==> config.mk <==
export PLATFORM = sky130hd
export DESIGN_NAME = touchpad_gesture_recognizer_unit_flat
export DESIGN_NICKNAME = d
export VERILOG_FILES = /design/src/rtl/tgr_pkg.sv /design/src/rtl/tgr_if.sv /design/src/rtl/tgr_core.sv /design/src/rtl/tgr_resq.sv /design/src/rtl/touchpad_gesture_recognizer_unit.sv /design/src/flat_wrapper.sv
export SDC_FILE = /design/constraint.sdc
export NUM_CORES = 1
export LEC_CHECK = 0
export ABC_AREA = 1
export BUFFER_PORTS_ARGS = -buffer_cell sky130_fd_sc_hd__buf_2
export CORE_MARGIN = 1.5
export CORE_UTILIZATION = 45
export CTS_BUF_LIST = sky130_fd_sc_hd__clkbuf_8
export DETAILED_ROUTE_END_ITERATION = 10
export SETUP_SLACK_MARGIN = 0.2
export SYNTH_ARGS = -nofsm -noshare
export SYNTH_HDL_FRONTEND = slang
export SYNTH_HIERARCHICAL = 1
export SYNTH_SLANG_ARGS = --single-unit
==> constraint.sdc <==
create_clock -name clk -period 16.8 [get_ports clk]
set_clock_uncertainty 0.2 [all_clocks]
set_input_delay 1.68 -clock clk [delete_from_list [all_inputs] [get_ports clk]]
set_output_delay 1.68 -clock clk [all_outputs]
set_load 0.01 [all_outputs]
==> src/rtl/tgr_pkg.sv <==
// tgr_pkg: shared types, codes and constants of the touchpad gesture recognizer
// depends on nothing; used by every other rtl file
`timescale 1ns / 1ps
`default_nettype none

package tgr_pkg;

	localparam int COORD_W  = 16;
	localparam int TIME_W   = 32;
	localparam int VALUE_W  = 17;
	localparam int CFG_W    = 16;
	localparam int CFG_IDX_W = 2;
	localparam int DIST_W   = 15;

	// configuration register indexes
	localparam logic [CFG_IDX_W-1:0] CFG_TAP_MAX_MS       = 2'd0;
	localparam logic [CFG_IDX_W-1:0] CFG_TAP_MAX_DISTANCE = 2'd1;
	localparam logic [CFG_IDX_W-1:0] CFG_DOUBLE_TAP_MS    = 2'd2;
	localparam logic [CFG_IDX_W-1:0] CFG_TAP_EXPIRE_MS    = 2'd3;

	// configuration reset values
	localparam logic [15:0]       TAP_MAX_MS_RST       = 16'd200;
	localparam logic [DIST_W-1:0] TAP_MAX_DISTANCE_RST = 15'd50;
	localparam logic [15:0]       DOUBLE_TAP_MS_RST    = 16'd400;
	localparam logic [15:0]       TAP_EXPIRE_MS_RST    = 16'd600;

	typedef enum logic {
		FUNC_FRAME = 1'b0,
		FUNC_TIMER = 1'b1
	} func_t;

	typedef enum logic [2:0] {
		EV_RELX   = 3'd0,
		EV_RELY   = 3'd1,
		EV_WHEEL  = 3'd2,
		EV_HWHEEL = 3'd3,
		EV_LEFT   = 3'd4,
		EV_RIGHT  = 3'd5
	} event_kind_t;

	localparam logic [1:0] PEND_NONE  = 2'd0;
	localparam logic [1:0] PEND_LEFT  = 2'd1;
	localparam logic [1:0] PEND_RIGHT = 2'd2;

	typedef struct packed {
		logic               func;
		logic [1:0]         touches;
		logic [COORD_W-1:0] first_x;
		logic [COORD_W-1:0] first_y;
		logic [COORD_W-1:0] second_x;
		logic [COORD_W-1:0] second_y;
		logic [TIME_W-1:0]  now_ms;
	} item_t;

	typedef struct packed {
		logic [2:0]                event_kind;
		logic signed [VALUE_W-1:0] event_value;
		logic                      arm_release;
		logic                      last;
	} res_t;

	// up to two results produced by one item
	typedef struct packed {
		logic [1:0] n;
		res_t       r0;
		res_t       r1;
	} push_t;

	typedef struct packed {
		logic [15:0]       tap_max_ms;
		logic [DIST_W-1:0] tap_max_distance;
		logic [15:0]       double_tap_ms;
		logic [15:0]       tap_expire_ms;
	} cfg_t;

	// wrapped 16 bit difference, sign extended to the result width
	function automatic logic signed [VALUE_W-1:0] delta17(
		input logic [COORD_W-1:0] a,
		input logic [COORD_W-1:0] b
	);
		logic [COORD_W-1:0] d;
		d = a - b;
		return {d[COORD_W-1], d};
	endfunction

	function automatic logic [COORD_W-1:0] absdiff(
		input logic [COORD_W-1:0] a,
		input logic [COORD_W-1:0] b
	);
		return (a >= b) ? (a - b) : (b - a);
	endfunction

	function automatic res_t mk_res(
		input event_kind_t kind,
		input logic signed [VALUE_W-1:0] value,
		input logic arm
	);
		res_t r;
		r.event_kind  = kind;
		r.event_value = value;
		r.arm_release = arm;
		r.last        = 1'b0;
		return r;
	endfunction

endpackage

`default_nettype wire

==> src/rtl/tgr_if.sv <==
// tgr_in_if / tgr_out_if: valid/ready channels for input items and result beats
// depends on tgr_pkg for field widths
`timescale 1ns / 1ps
`default_nettype none

interface tgr_in_if;
	logic                        valid;
	logic                        ready;
	logic                        func;
	logic [1:0]                  touches;
	logic [tgr_pkg::COORD_W-1:0] first_x;
	logic [tgr_pkg::COORD_W-1:0] first_y;
	logic [tgr_pkg::COORD_W-1:0] second_x;
	logic [tgr_pkg::COORD_W-1:0] second_y;
	logic [tgr_pkg::TIME_W-1:0]  now_ms;

	modport source(output valid, func, touches, first_x, first_y, second_x, second_y,
		now_ms, input ready);
	modport sink(input valid, func, touches, first_x, first_y, second_x, second_y,
		now_ms, output ready);
endinterface

interface tgr_out_if;
	logic                               valid;
	logic                               ready;
	logic [2:0]                         event_kind;
	logic signed [tgr_pkg::VALUE_W-1:0] event_value;
	logic                               arm_release;
	logic                               last;

	modport source(output valid, event_kind, event_value, arm_release, last, input ready);
	modport sink(input valid, event_kind, event_value, arm_release, last, output ready);
endinterface

`default_nettype wire

==> src/rtl/tgr_core.sv <==
// tgr_core: gesture state, configuration registers and per-item result logic
// depends on tgr_pkg
`timescale 1ns / 1ps
`default_nettype none

module tgr_core (
	input  wire logic                           clk,
	input  wire logic                           arst_n,
	input  wire logic                           step,
	input  wire tgr_pkg::item_t                 item,
	input  wire logic                           cfg_we,
	input  wire logic [tgr_pkg::CFG_IDX_W-1:0]  cfg_index,
	input  wire logic [tgr_pkg::CFG_W-1:0]      cfg_data,
	output tgr_pkg::push_t                      push
);

	tgr_pkg::cfg_t cfg_q;

	logic [tgr_pkg::COORD_W-1:0] prev_fx_q, prev_fy_q, prev_sx_q, prev_sy_q;
	logic [tgr_pkg::COORD_W-1:0] start_x_q, start_y_q;
	logic [tgr_pkg::TIME_W-1:0]  touch_start_q, last_tap_q;
	logic one_valid_q, two_valid_q, tap_seen_q, drag_hold_q, left_held_q;
	logic [1:0] pending_q;

	logic [tgr_pkg::COORD_W-1:0] prev_fx_d, prev_fy_d, prev_sx_d, prev_sy_d;
	logic [tgr_pkg::COORD_W-1:0] start_x_d, start_y_d;
	logic [tgr_pkg::TIME_W-1:0]  touch_start_d, last_tap_d;
	logic one_valid_d, two_valid_d, tap_seen_d, drag_hold_d, left_held_d;
	logic [1:0] pending_d;

	logic [1:0]                          n;
	tgr_pkg::res_t                       r0, r1;
	logic [tgr_pkg::COORD_W:0]           sum_y, sum_py, sum_x, sum_px;
	logic signed [tgr_pkg::VALUE_W-1:0]  ym, xm;
	logic [tgr_pkg::TIME_W-1:0]          dur, gap;
	logic [tgr_pkg::COORD_W:0]           travel;
	logic                                is_tap;

	always_ff @(posedge clk or negedge arst_n) begin
		if (!arst_n) begin
			cfg_q.tap_max_ms       <= tgr_pkg::TAP_MAX_MS_RST;
			cfg_q.tap_max_distance <= tgr_pkg::TAP_MAX_DISTANCE_RST;
			cfg_q.double_tap_ms    <= tgr_pkg::DOUBLE_TAP_MS_RST;
			cfg_q.tap_expire_ms    <= tgr_pkg::TAP_EXPIRE_MS_RST;
		end else if (cfg_we) begin
			unique case (cfg_index)
				tgr_pkg::CFG_TAP_MAX_MS:       cfg_q.tap_max_ms <= cfg_data;
				tgr_pkg::CFG_TAP_MAX_DISTANCE: cfg_q.tap_max_distance <= cfg_data[tgr_pkg::DIST_W-1:0];
				tgr_pkg::CFG_DOUBLE_TAP_MS:    cfg_q.double_tap_ms <= cfg_data;
				tgr_pkg::CFG_TAP_EXPIRE_MS:    cfg_q.tap_expire_ms <= cfg_data;
			endcase
		end
	end

	// averaged two-finger positions and lift measurements
	always_comb begin
		sum_y  = {1'b0, item.first_y} + {1'b0, item.second_y};
		sum_py = {1'b0, prev_fy_q} + {1'b0, prev_sy_q};
		sum_x  = {1'b0, item.first_x} + {1'b0, item.second_x};
		sum_px = {1'b0, prev_fx_q} + {1'b0, prev_sx_q};
		ym     = tgr_pkg::delta17(sum_y[tgr_pkg::COORD_W:1], sum_py[tgr_pkg::COORD_W:1]);
		xm     = tgr_pkg::delta17(sum_x[tgr_pkg::COORD_W:1], sum_px[tgr_pkg::COORD_W:1]);
		dur    = item.now_ms - touch_start_q;
		gap    = item.now_ms - last_tap_q;
		travel = {1'b0, tgr_pkg::absdiff(prev_fx_q, start_x_q)}
			+ {1'b0, tgr_pkg::absdiff(prev_fy_q, start_y_q)};
		is_tap = (dur < {16'd0, cfg_q.tap_max_ms})
			&& (travel < {2'd0, cfg_q.tap_max_distance});
	end

	always_comb begin
		prev_fx_d = prev_fx_q; prev_fy_d = prev_fy_q;
		prev_sx_d = prev_sx_q; prev_sy_d = prev_sy_q;
		start_x_d = start_x_q; start_y_d = start_y_q;
		touch_start_d = touch_start_q; last_tap_d = last_tap_q;
		one_valid_d = one_valid_q; two_valid_d = two_valid_q;
		tap_seen_d = tap_seen_q; drag_hold_d = drag_hold_q; left_held_d = left_held_q;
		pending_d = pending_q;
		n  = 2'd0;
		r0 = '0;
		r1 = '0;

		if (item.func == tgr_pkg::FUNC_TIMER) begin
			if (pending_q == tgr_pkg::PEND_LEFT) begin
				r0 = tgr_pkg::mk_res(tgr_pkg::EV_LEFT, 17'sd0, 1'b0);
				n  = 2'd1;
			end else if (pending_q == tgr_pkg::PEND_RIGHT) begin
				r0 = tgr_pkg::mk_res(tgr_pkg::EV_RIGHT, 17'sd0, 1'b0);
				n  = 2'd1;
			end
			pending_d = tgr_pkg::PEND_NONE;
		end else if (item.touches == 2'd1) begin
			if (!one_valid_q || two_valid_q) begin
				// fresh touch, or drop from two fingers to one: restart tap tracking
				start_x_d = item.first_x;
				start_y_d = item.first_y;
				touch_start_d = item.now_ms;
				if (one_valid_q) begin
					tap_seen_d = 1'b0; drag_hold_d = 1'b0; left_held_d = 1'b0;
				end
			end else begin
				r0 = tgr_pkg::mk_res(tgr_pkg::EV_RELX,
					tgr_pkg::delta17(item.first_x, prev_fx_q), 1'b0);
				r1 = tgr_pkg::mk_res(tgr_pkg::EV_RELY,
					tgr_pkg::delta17(item.first_y, prev_fy_q), 1'b0);
				n  = 2'd2;
			end
			prev_fx_d = item.first_x; prev_fy_d = item.first_y;
			one_valid_d = 1'b1;
			two_valid_d = 1'b0;
		end else if (item.touches == 2'd2) begin
			if (!two_valid_q) begin
				touch_start_d = item.now_ms;
				tap_seen_d = 1'b0; drag_hold_d = 1'b0;
				if (left_held_q) begin
					left_held_d = 1'b0;
					r0 = tgr_pkg::mk_res(tgr_pkg::EV_LEFT, 17'sd0, 1'b0);
					n  = 2'd1;
				end
			end else begin
				if (ym != 17'sd0) begin
					r0 = tgr_pkg::mk_res(tgr_pkg::EV_WHEEL, -ym, 1'b0);
					n  = 2'd1;
				end
				if (xm != 17'sd0) begin
					if (n == 2'd0) begin
						r0 = tgr_pkg::mk_res(tgr_pkg::EV_HWHEEL, xm, 1'b0);
					end else begin
						r1 = tgr_pkg::mk_res(tgr_pkg::EV_HWHEEL, xm, 1'b0);
					end
					n = n + 2'd1;
				end
			end
			prev_fx_d = item.first_x; prev_fy_d = item.first_y;
			prev_sx_d = item.second_x; prev_sy_d = item.second_y;
			one_valid_d = 1'b1;
			two_valid_d = 1'b1;
		end else begin
			// lift
			if (two_valid_q) begin
				if (dur < {16'd0, cfg_q.tap_max_ms}) begin
					r0 = tgr_pkg::mk_res(tgr_pkg::EV_RIGHT, 17'sd1, 1'b1);
					n  = 2'd1;
					pending_d = tgr_pkg::PEND_RIGHT;
				end
			end else if (one_valid_q) begin
				if (is_tap) begin
					if ((gap < {16'd0, cfg_q.double_tap_ms}) && tap_seen_q) begin
						drag_hold_d = 1'b1;
						left_held_d = 1'b1;
						r0 = tgr_pkg::mk_res(tgr_pkg::EV_LEFT, 17'sd1, 1'b0);
						n  = 2'd1;
						tap_seen_d = 1'b0;
					end else begin
						if (!drag_hold_q) begin
							r0 = tgr_pkg::mk_res(tgr_pkg::EV_LEFT, 17'sd1, 1'b1);
							n  = 2'd1;
							pending_d = tgr_pkg::PEND_LEFT;
						end
						tap_seen_d = 1'b1;
					end
					last_tap_d = item.now_ms;
				end else begin
					if (drag_hold_q && left_held_q) begin
						drag_hold_d = 1'b0;
						left_held_d = 1'b0;
						r0 = tgr_pkg::mk_res(tgr_pkg::EV_LEFT, 17'sd0, 1'b0);
						n  = 2'd1;
					end
					// tap stamp unchanged here, so the gap above is current
					if (gap > {16'd0, cfg_q.tap_expire_ms}) begin
						tap_seen_d = 1'b0;
					end
				end
			end
			one_valid_d = 1'b0;
			two_valid_d = 1'b0;
		end

		if (n == 2'd1) begin
			r0.last = 1'b1;
		end
		if (n == 2'd2) begin
			r1.last = 1'b1;
		end

		push.n  = n;
		push.r0 = r0;
		push.r1 = r1;
	end

	always_ff @(posedge clk or negedge arst_n) begin
		if (!arst_n) begin
			prev_fx_q <= '0; prev_fy_q <= '0; prev_sx_q <= '0; prev_sy_q <= '0;
			start_x_q <= '0; start_y_q <= '0;
			touch_start_q <= '0; last_tap_q <= '0;
			one_valid_q <= 1'b0; two_valid_q <= 1'b0;
			tap_seen_q <= 1'b0; drag_hold_q <= 1'b0; left_held_q <= 1'b0;
			pending_q <= tgr_pkg::PEND_NONE;
		end else if (step) begin
			prev_fx_q <= prev_fx_d; prev_fy_q <= prev_fy_d;
			prev_sx_q <= prev_sx_d; prev_sy_q <= prev_sy_d;
			start_x_q <= start_x_d; start_y_q <= start_y_d;
			touch_start_q <= touch_start_d; last_tap_q <= last_tap_d;
			one_valid_q <= one_valid_d; two_valid_q <= two_valid_d;
			tap_seen_q <= tap_seen_d; drag_hold_q <= drag_hold_d; left_held_q <= left_held_d;
			pending_q <= pending_d;
		end
	end

endmodule

`default_nettype wire

==> src/rtl/tgr_resq.sv <==
// tgr_resq: four-entry result queue, takes up to two beats a cycle, sends one
// depends on tgr_pkg and tgr_out_if
`timescale 1ns / 1ps
`default_nettype none

module tgr_resq (
	input  wire logic    clk,
	input  wire logic    arst_n,
	input  wire tgr_pkg::push_t push,
	output logic         room,
	tgr_out_if.source    out
);

	localparam int DEPTH = 4;
	localparam int PTR_W = $clog2(DEPTH);

	tgr_pkg::res_t    mem_q [DEPTH];
	logic [PTR_W-1:0] wptr_q, rptr_q;
	logic [PTR_W:0]   count_q;
	logic             pop;
	tgr_pkg::res_t    head;

	assign pop  = out.valid && out.ready;
	// room for a full two-beat item regardless of this cycle's pop
	assign room = count_q <= (PTR_W+1)'(DEPTH - 2);
	assign head = mem_q[rptr_q];

	assign out.valid       = count_q != '0;
	assign out.event_kind  = head.event_kind;
	assign out.event_value = head.event_value;
	assign out.arm_release = head.arm_release;
	assign out.last        = head.last;

	always_ff @(posedge clk) begin
		if (push.n != 2'd0) begin
			mem_q[wptr_q] <= push.r0;
		end
		if (push.n == 2'd2) begin
			mem_q[wptr_q + PTR_W'(1)] <= push.r1;
		end
	end

	always_ff @(posedge clk or negedge arst_n) begin
		if (!arst_n) begin
			wptr_q  <= '0;
			rptr_q  <= '0;
			count_q <= '0;
		end else begin
			wptr_q  <= wptr_q + PTR_W'(push.n);
			rptr_q  <= rptr_q + PTR_W'(pop);
			count_q <= count_q + (PTR_W+1)'(push.n) - (PTR_W+1)'(pop);
		end
	end

endmodule

`default_nettype wire

==> src/rtl/touchpad_gesture_recognizer_unit.sv <==
// path: an accepted item is registered and evaluated in the next cycle; its result beats
//   go into the result queue once it has room and leave from the queue head
// throughput: one item per cycle while the result queue has room; sustained rate is
//   bounded by the single result port, one beat per cycle
// reset: arst_n clears all gesture state, the queue and the input stage, and loads
//   the configuration registers with their defaults
`timescale 1ns / 1ps
`default_nettype none

module touchpad_gesture_recognizer_unit (
	input  wire logic                          clk,
	input  wire logic                          arst_n,
	tgr_in_if.sink                             in,
	tgr_out_if.source                          out,
	input  wire logic                          cfg_we,
	input  wire logic [tgr_pkg::CFG_IDX_W-1:0] cfg_index,
	input  wire logic [tgr_pkg::CFG_W-1:0]     cfg_data
);

	// input stage register
	logic           valid_s1;
	tgr_pkg::item_t item_s1;

	logic           room;
	logic           advance;
	tgr_pkg::push_t core_push;
	tgr_pkg::push_t q_push;

	// the registered item moves on once the queue can hold its two beats;
	// a new item is taken in the same cycle the stage drains
	assign advance  = valid_s1 && room;
	assign in.ready = !valid_s1 || room;

	always_ff @(posedge clk or negedge arst_n) begin
		if (!arst_n) begin
			valid_s1 <= 1'b0;
		end else if (in.valid && in.ready) begin
			valid_s1 <= 1'b1;
		end else if (advance) begin
			valid_s1 <= 1'b0;
		end
	end

	// payload needs no reset
	always_ff @(posedge clk) begin
		if (in.valid && in.ready) begin
			item_s1.func     <= in.func;
			item_s1.touches  <= in.touches;
			item_s1.first_x  <= in.first_x;
			item_s1.first_y  <= in.first_y;
			item_s1.second_x <= in.second_x;
			item_s1.second_y <= in.second_y;
			item_s1.now_ms   <= in.now_ms;
		end
	end

	// gesture state and the result decision for the staged item
	tgr_core u_core (
		.clk       (clk),
		.arst_n    (arst_n),
		.step      (advance),
		.item      (item_s1),
		.cfg_we    (cfg_we),
		.cfg_index (cfg_index),
		.cfg_data  (cfg_data),
		.push      (core_push)
	);

	// only a consumed item pushes its beats
	always_comb begin
		q_push   = core_push;
		q_push.n = advance ? core_push.n : 2'd0;
	end

	// result queue decouples the item side from a stalled result port
	tgr_resq u_resq (
		.clk    (clk),
		.arst_n (arst_n),
		.push   (q_push),
		.room   (room),
		.out    (out)
	);

endmodule

`default_nettype wire
==> src/flat_wrapper.sv <==
// flat-port wrapper written by rule: the top's interface ports become plain ports
module touchpad_gesture_recognizer_unit_flat 
  (clk, arst_n, cfg_we, cfg_index, cfg_data, in_valid, in_func, in_touches, in_first_x, in_first_y, in_second_x, in_second_y, in_now_ms, in_ready, out_valid, out_event_kind, out_event_value, out_arm_release, out_last, out_ready);
  tgr_in_if in_i ();
  tgr_out_if out_i ();
  input  wire logic clk;
  input  wire logic arst_n;
  input  wire logic cfg_we;
  input  wire logic [tgr_pkg::CFG_IDX_W-1:0] cfg_index;
  input  wire logic [tgr_pkg::CFG_W-1:0] cfg_data;
  input wire logic [$bits(in_i.valid)-1:0] in_valid;
  input wire logic [$bits(in_i.func)-1:0] in_func;
  input wire logic [$bits(in_i.touches)-1:0] in_touches;
  input wire logic [$bits(in_i.first_x)-1:0] in_first_x;
  input wire logic [$bits(in_i.first_y)-1:0] in_first_y;
  input wire logic [$bits(in_i.second_x)-1:0] in_second_x;
  input wire logic [$bits(in_i.second_y)-1:0] in_second_y;
  input wire logic [$bits(in_i.now_ms)-1:0] in_now_ms;
  output wire logic [$bits(in_i.ready)-1:0] in_ready;
  output wire logic [$bits(out_i.valid)-1:0] out_valid;
  output wire logic [$bits(out_i.event_kind)-1:0] out_event_kind;
  output wire logic [$bits(out_i.event_value)-1:0] out_event_value;
  output wire logic [$bits(out_i.arm_release)-1:0] out_arm_release;
  output wire logic [$bits(out_i.last)-1:0] out_last;
  input wire logic [$bits(out_i.ready)-1:0] out_ready;
  assign in_i.valid = in_valid;
  assign in_i.func = in_func;
  assign in_i.touches = in_touches;
  assign in_i.first_x = in_first_x;
  assign in_i.first_y = in_first_y;
  assign in_i.second_x = in_second_x;
  assign in_i.second_y = in_second_y;
  assign in_i.now_ms = in_now_ms;
  assign in_ready = in_i.ready;
  assign out_valid = out_i.valid;
  assign out_event_kind = out_i.event_kind;
  assign out_event_value = out_i.event_value;
  assign out_arm_release = out_i.arm_release;
  assign out_last = out_i.last;
  assign out_i.ready = out_ready;
  touchpad_gesture_recognizer_unit u_core (.clk(clk), .arst_n(arst_n), .in(in_i), .out(out_i), .cfg_we(cfg_we), .cfg_index(cfg_index), .cfg_data(cfg_data));
endmodule
==> summary.md <==
| Metric | Value |
|---|---|
| Post-synth EDFFs | `187` |
| Worst-Margin Slew | `1.188 ns` |
| CTS Buf Count | `77` |
| CTS Buffer Depth | `3` |
| H-tree levels | `3` |
| Post-synthesis async set-or-reset flop share | `0.5590` |
| Number of global-route vias before repair | `28050` |
| Setup-failing EPs final | `0` |
| Largest fanout on the critical path | `22` |
| Most common cell after layout, fill and taps aside | `nand2_1` |
| Main combinational cell family by area after synthesis | `simple AND/OR/NAND/NOR gates` |
| Cell Rows | `100` |
| Post-DP HPWL | `78.22 mm` |
| Slowest CP cell | `o31ai_4` |
| DR WL/cell | `17.31 um` |
| Compound-Gate Fraction of Synth Area | `0.1593` |
| Status | `finished, final reports clean` |
| Via-to-Cell Ratio | `5.176` |
| Clock sinks | `424` |
| # IOs | `146` |
| Max frequency | `109.2 MHz` |
| Post-CTS Resized | `0` |
| Grt ovf | `0` |
| Starting Density | `0.4534` |
| Syn-to-layout area delta | `9.167%` |
| Max_cap viols | `0` |
| Post-CTS setup buffer count | `0` |
| Setup Crit Path Kind | `flip-flop to flip-flop` |
| Netlist Area Pre-Place | `33640 um^2` |
| Synthesized-area fraction occupied by and/or/nand/nor cells | `0.2199` |
| Post-layout util | `0.4950` |
| RSZ-0062 raised after global routing | `no` |
| Core outline area | `74200 um^2` |
| Startpoint types | `flip-flop` |
| DR vias | `29600` |
| Nets | `5152` |
| Min Tclk post-route | `9.156 ns` |
| Initial antenna violation count | `1` |
| WP data required | `16.87 ns` |
| Critical path capture point type | `flip-flop` |
| Syn Area/Cell | `7.420 um^2` |
| Synth Area in XOR/XNOR | `0.04109` |
| Share of cells above drive strength 1 | `0.08828` |
| Final GP Congestion | `0.9628` |
| DIE HEIGHT | `276.4 um` |
| Post-synthesis adder-cell area fraction | `0.1326` |
| Place WS | `7.767 ns` |
| Seq/Total Area, Yosys | `0.3437` |
| Critical Path Max Stage Delay | `1.00 ns` |
| CTS hold repair buffers | `0` |
| Largest net degree at the start of global routing | `75` |
| Worst EP arrival | `9.23 ns` |
| First-pass GRT wire length | `155.8 mm` |
| Root Buffer | `clkbuf_8` |
| Slew HR | `0.2082` |
| IO buf count | `145` |
| Synth Instances | `4534` |
| Commonest cells after routing, fill and taps aside | `1138 x nand2_1, 758 x inv_1, 364 x a21oi_1, 345 x nor2_1, 342 x o21ai_0` |
| Main synth FF type | `dfrtp_1` |
| Yosys reg bits | `424` |
| Routed wire length | `98.97 mm` |
| Synthesis warning total | `6` |
| Clock slew at reported path FFs | `0.06 ns` |
| CTS tree | `done` |
| Worst Hold Class | `flip-flop to flip-flop` |
| Initial DRC count | `2278` |
| DRC | `0` |
| Pre-antenna DRT Iters | `7` |
| Final TNS setup | `0 ns` |
| Final ANT Viol Nets | `0` |
| Die span in x | `276.4 um` |
| Worst setup margin | `7.644 ns` |
| Fin crit share | `0.5450` |
| Post-synthesis cell type count | `69` |
| Fin. max-slew vios | `0` |
| Gr usage total | `0.2574` |
| Mux cell area share after synthesis | `0.003942` |
| Hold Vio Cnt, Final | `0` |
| Fill cell count | `7454` |
| Die area | `76410 um^2` |
| Clk_lat worst skew | `0.67 ns` |
| CP most frequent cell | `nand2_1` |
-- area by class of cell --
| cell class | count | area [um^2] | area share |
|---|---|---|---|
| multi-input cells | 3271 | 18820 | 0.5125 |
| flip-flops and latches | 424 | 11560 | 0.3148 |
| diodes | 3 | 7.507 | 0.0002044 |
| clock inverters | 56 | 280.3 | 0.007631 |
| inverters | 749 | 2811 | 0.07655 |
| well taps | 969 | 1212 | 0.03301 |
| repair buffers | 160 | 848.3 | 0.02310 |
| clock buffers | 86 | 1184 | 0.03223 |
-- path summary, 6_finish.rpt --
| path | start | to | slack [ns] | cells after the start |
|---|---|---|---|---|
| max in group asynchronous | arst_n | u_core/u_core/prev_sx_q[0] | 13.57 | 3 |
| min | u_core/u_core/prev_sy_q[10] | u_core/u_core/prev_sy_q[10] | 0.28 | 2 |
| min in group asynchronous | arst_n | u_core/u_core/last_tap_q[22] | 0.79 | 1 |
| min reg2reg | u_core/u_core/prev_sy_q[10] | u_core/u_core/prev_sy_q[10] | 0.28 | 2 |
| max reg2reg | u_core/u_core/prev_fy_q[0] | u_core/u_resq/mem_q[2][21] | 7.64 | 38 |
| max | u_core/u_core/prev_fy_q[0] | u_core/u_resq/mem_q[2][21] | 7.64 | 38 |
-- stage by stage --
step                std cells  hold slack (ns)  instance area [um^2]
floorplan                4535           0.2417                 33650
finish                   5718           0.2786                 36730
global placement         5573           0.2618                 35260
CTS                      5715           0.2743                 36720
global route             5718           0.2971                 36730
detailed placement       5573           0.2670                 35260
-- synth_stat cells, types with 5 or more instances --
cell | instances | share of area
and2_1 | 6 | 0.0011
a31oi_1 | 14 | 0.0026
edfxtp_1 | 187 | 0.17
nand2_2 | 13 | 0.0024
nand3_1 | 144 | 0.021
clkbuf_1 | 54 | 0.0060
o21ai_2 | 53 | 0.014
inv_2 | 10 | 0.0011
o21bai_1 | 25 | 0.0056
nand4_1 | 36 | 0.0067
xor2_1 | 103 | 0.027
a211oi_1 | 7 | 0.0016
buf_4 | 6 | 0.0013
dfstp_2 | 13 | 0.010
buf_6 | 19 | 0.0064
nand3_2 | 7 | 0.0021
o211ai_1 | 8 | 0.0018
o31ai_1 | 8 | 0.0018
nor2_1 | 347 | 0.039
a21o_1 | 18 | 0.0040
fa_1 | 16 | 0.0095
o21ai_1 | 59 | 0.0088
o21ai_0 | 343 | 0.051
nand2_1 | 1139 | 0.13
nor2_2 | 10 | 0.0019
nor3_1 | 40 | 0.0060
nand3b_1 | 12 | 0.0027
dfrtp_1 | 224 | 0.17
nor4_1 | 7 | 0.0013
or2_2 | 10 | 0.0019
buf_2 | 11 | 0.0016
ha_1 | 331 | 0.12
inv_1 | 735 | 0.082
o22ai_1 | 5 | 0.00093
xnor2_1 | 53 | 0.014
a21oi_1 | 365 | 0.054
mux2i_1 | 11 | 0.0033
o221ai_1 | 6 | 0.0016
o21a_1 | 17 | 0.0038
a21boi_0 | 13 | 0.0029
-- sequential cells by signal, indices dropped and copies added (netlist names), 3 cells and up --
signal and count:
u_core/u_core/prev_sx_q 16, u_core/u_core/last_tap_q 32, u_core/item_s1 99, u_core/u_resq/mem_q 88, u_core/u_resq/count_q 3, u_core/u_core/prev_fx_q 16
u_core/u_core/prev_fy_q 16, u_core/u_core/touch_start_q 32, u_core/u_core/start_x_q 16, u_core/u_core/prev_sy_q 16, u_core/u_core/cfg_q 63, u_core/u_core/start_y_q 16
-- kinds of logic after synthesis --
logic type	after synthesis
buffers and inverters	840
adders and majority gates	347
DFF	424
xor gates and xnor gates	157
other	1
muxes	13
AOI/OAI and AO/OA	959
and+or+nand+nor	1793
-- layer usage --
layer | up-vias | track usage | routed length [um] | share of wire
met5 | - | 0 | 0 | 0
met4 | 0 | 0.07310 | 2619 | 0.026
met3 | 135 | 0.02966 | 4711 | 0.048
met2 | 725 | 0.4160 | 44180 | 0.45
met1 | 13640 | 0.3629 | 47460 | 0.48
li1 | 15100 | - | - | -
-- critical path, delay by kind of cell (launching register included) --
kind | cells | cell delay, ns
simple gates | 19 | 3.08
xor+xnor | 1 | 0.18
fa+ha+maj | 4 | 1.25
flops | 1 | 0.42
buf+inv | 5 | 0.41
compound gates | 9 | 3.21
Power is left out: the tool's default activity adds up to more than one toggle a clock period on the data nets, which glitch-free logic cannot reach.
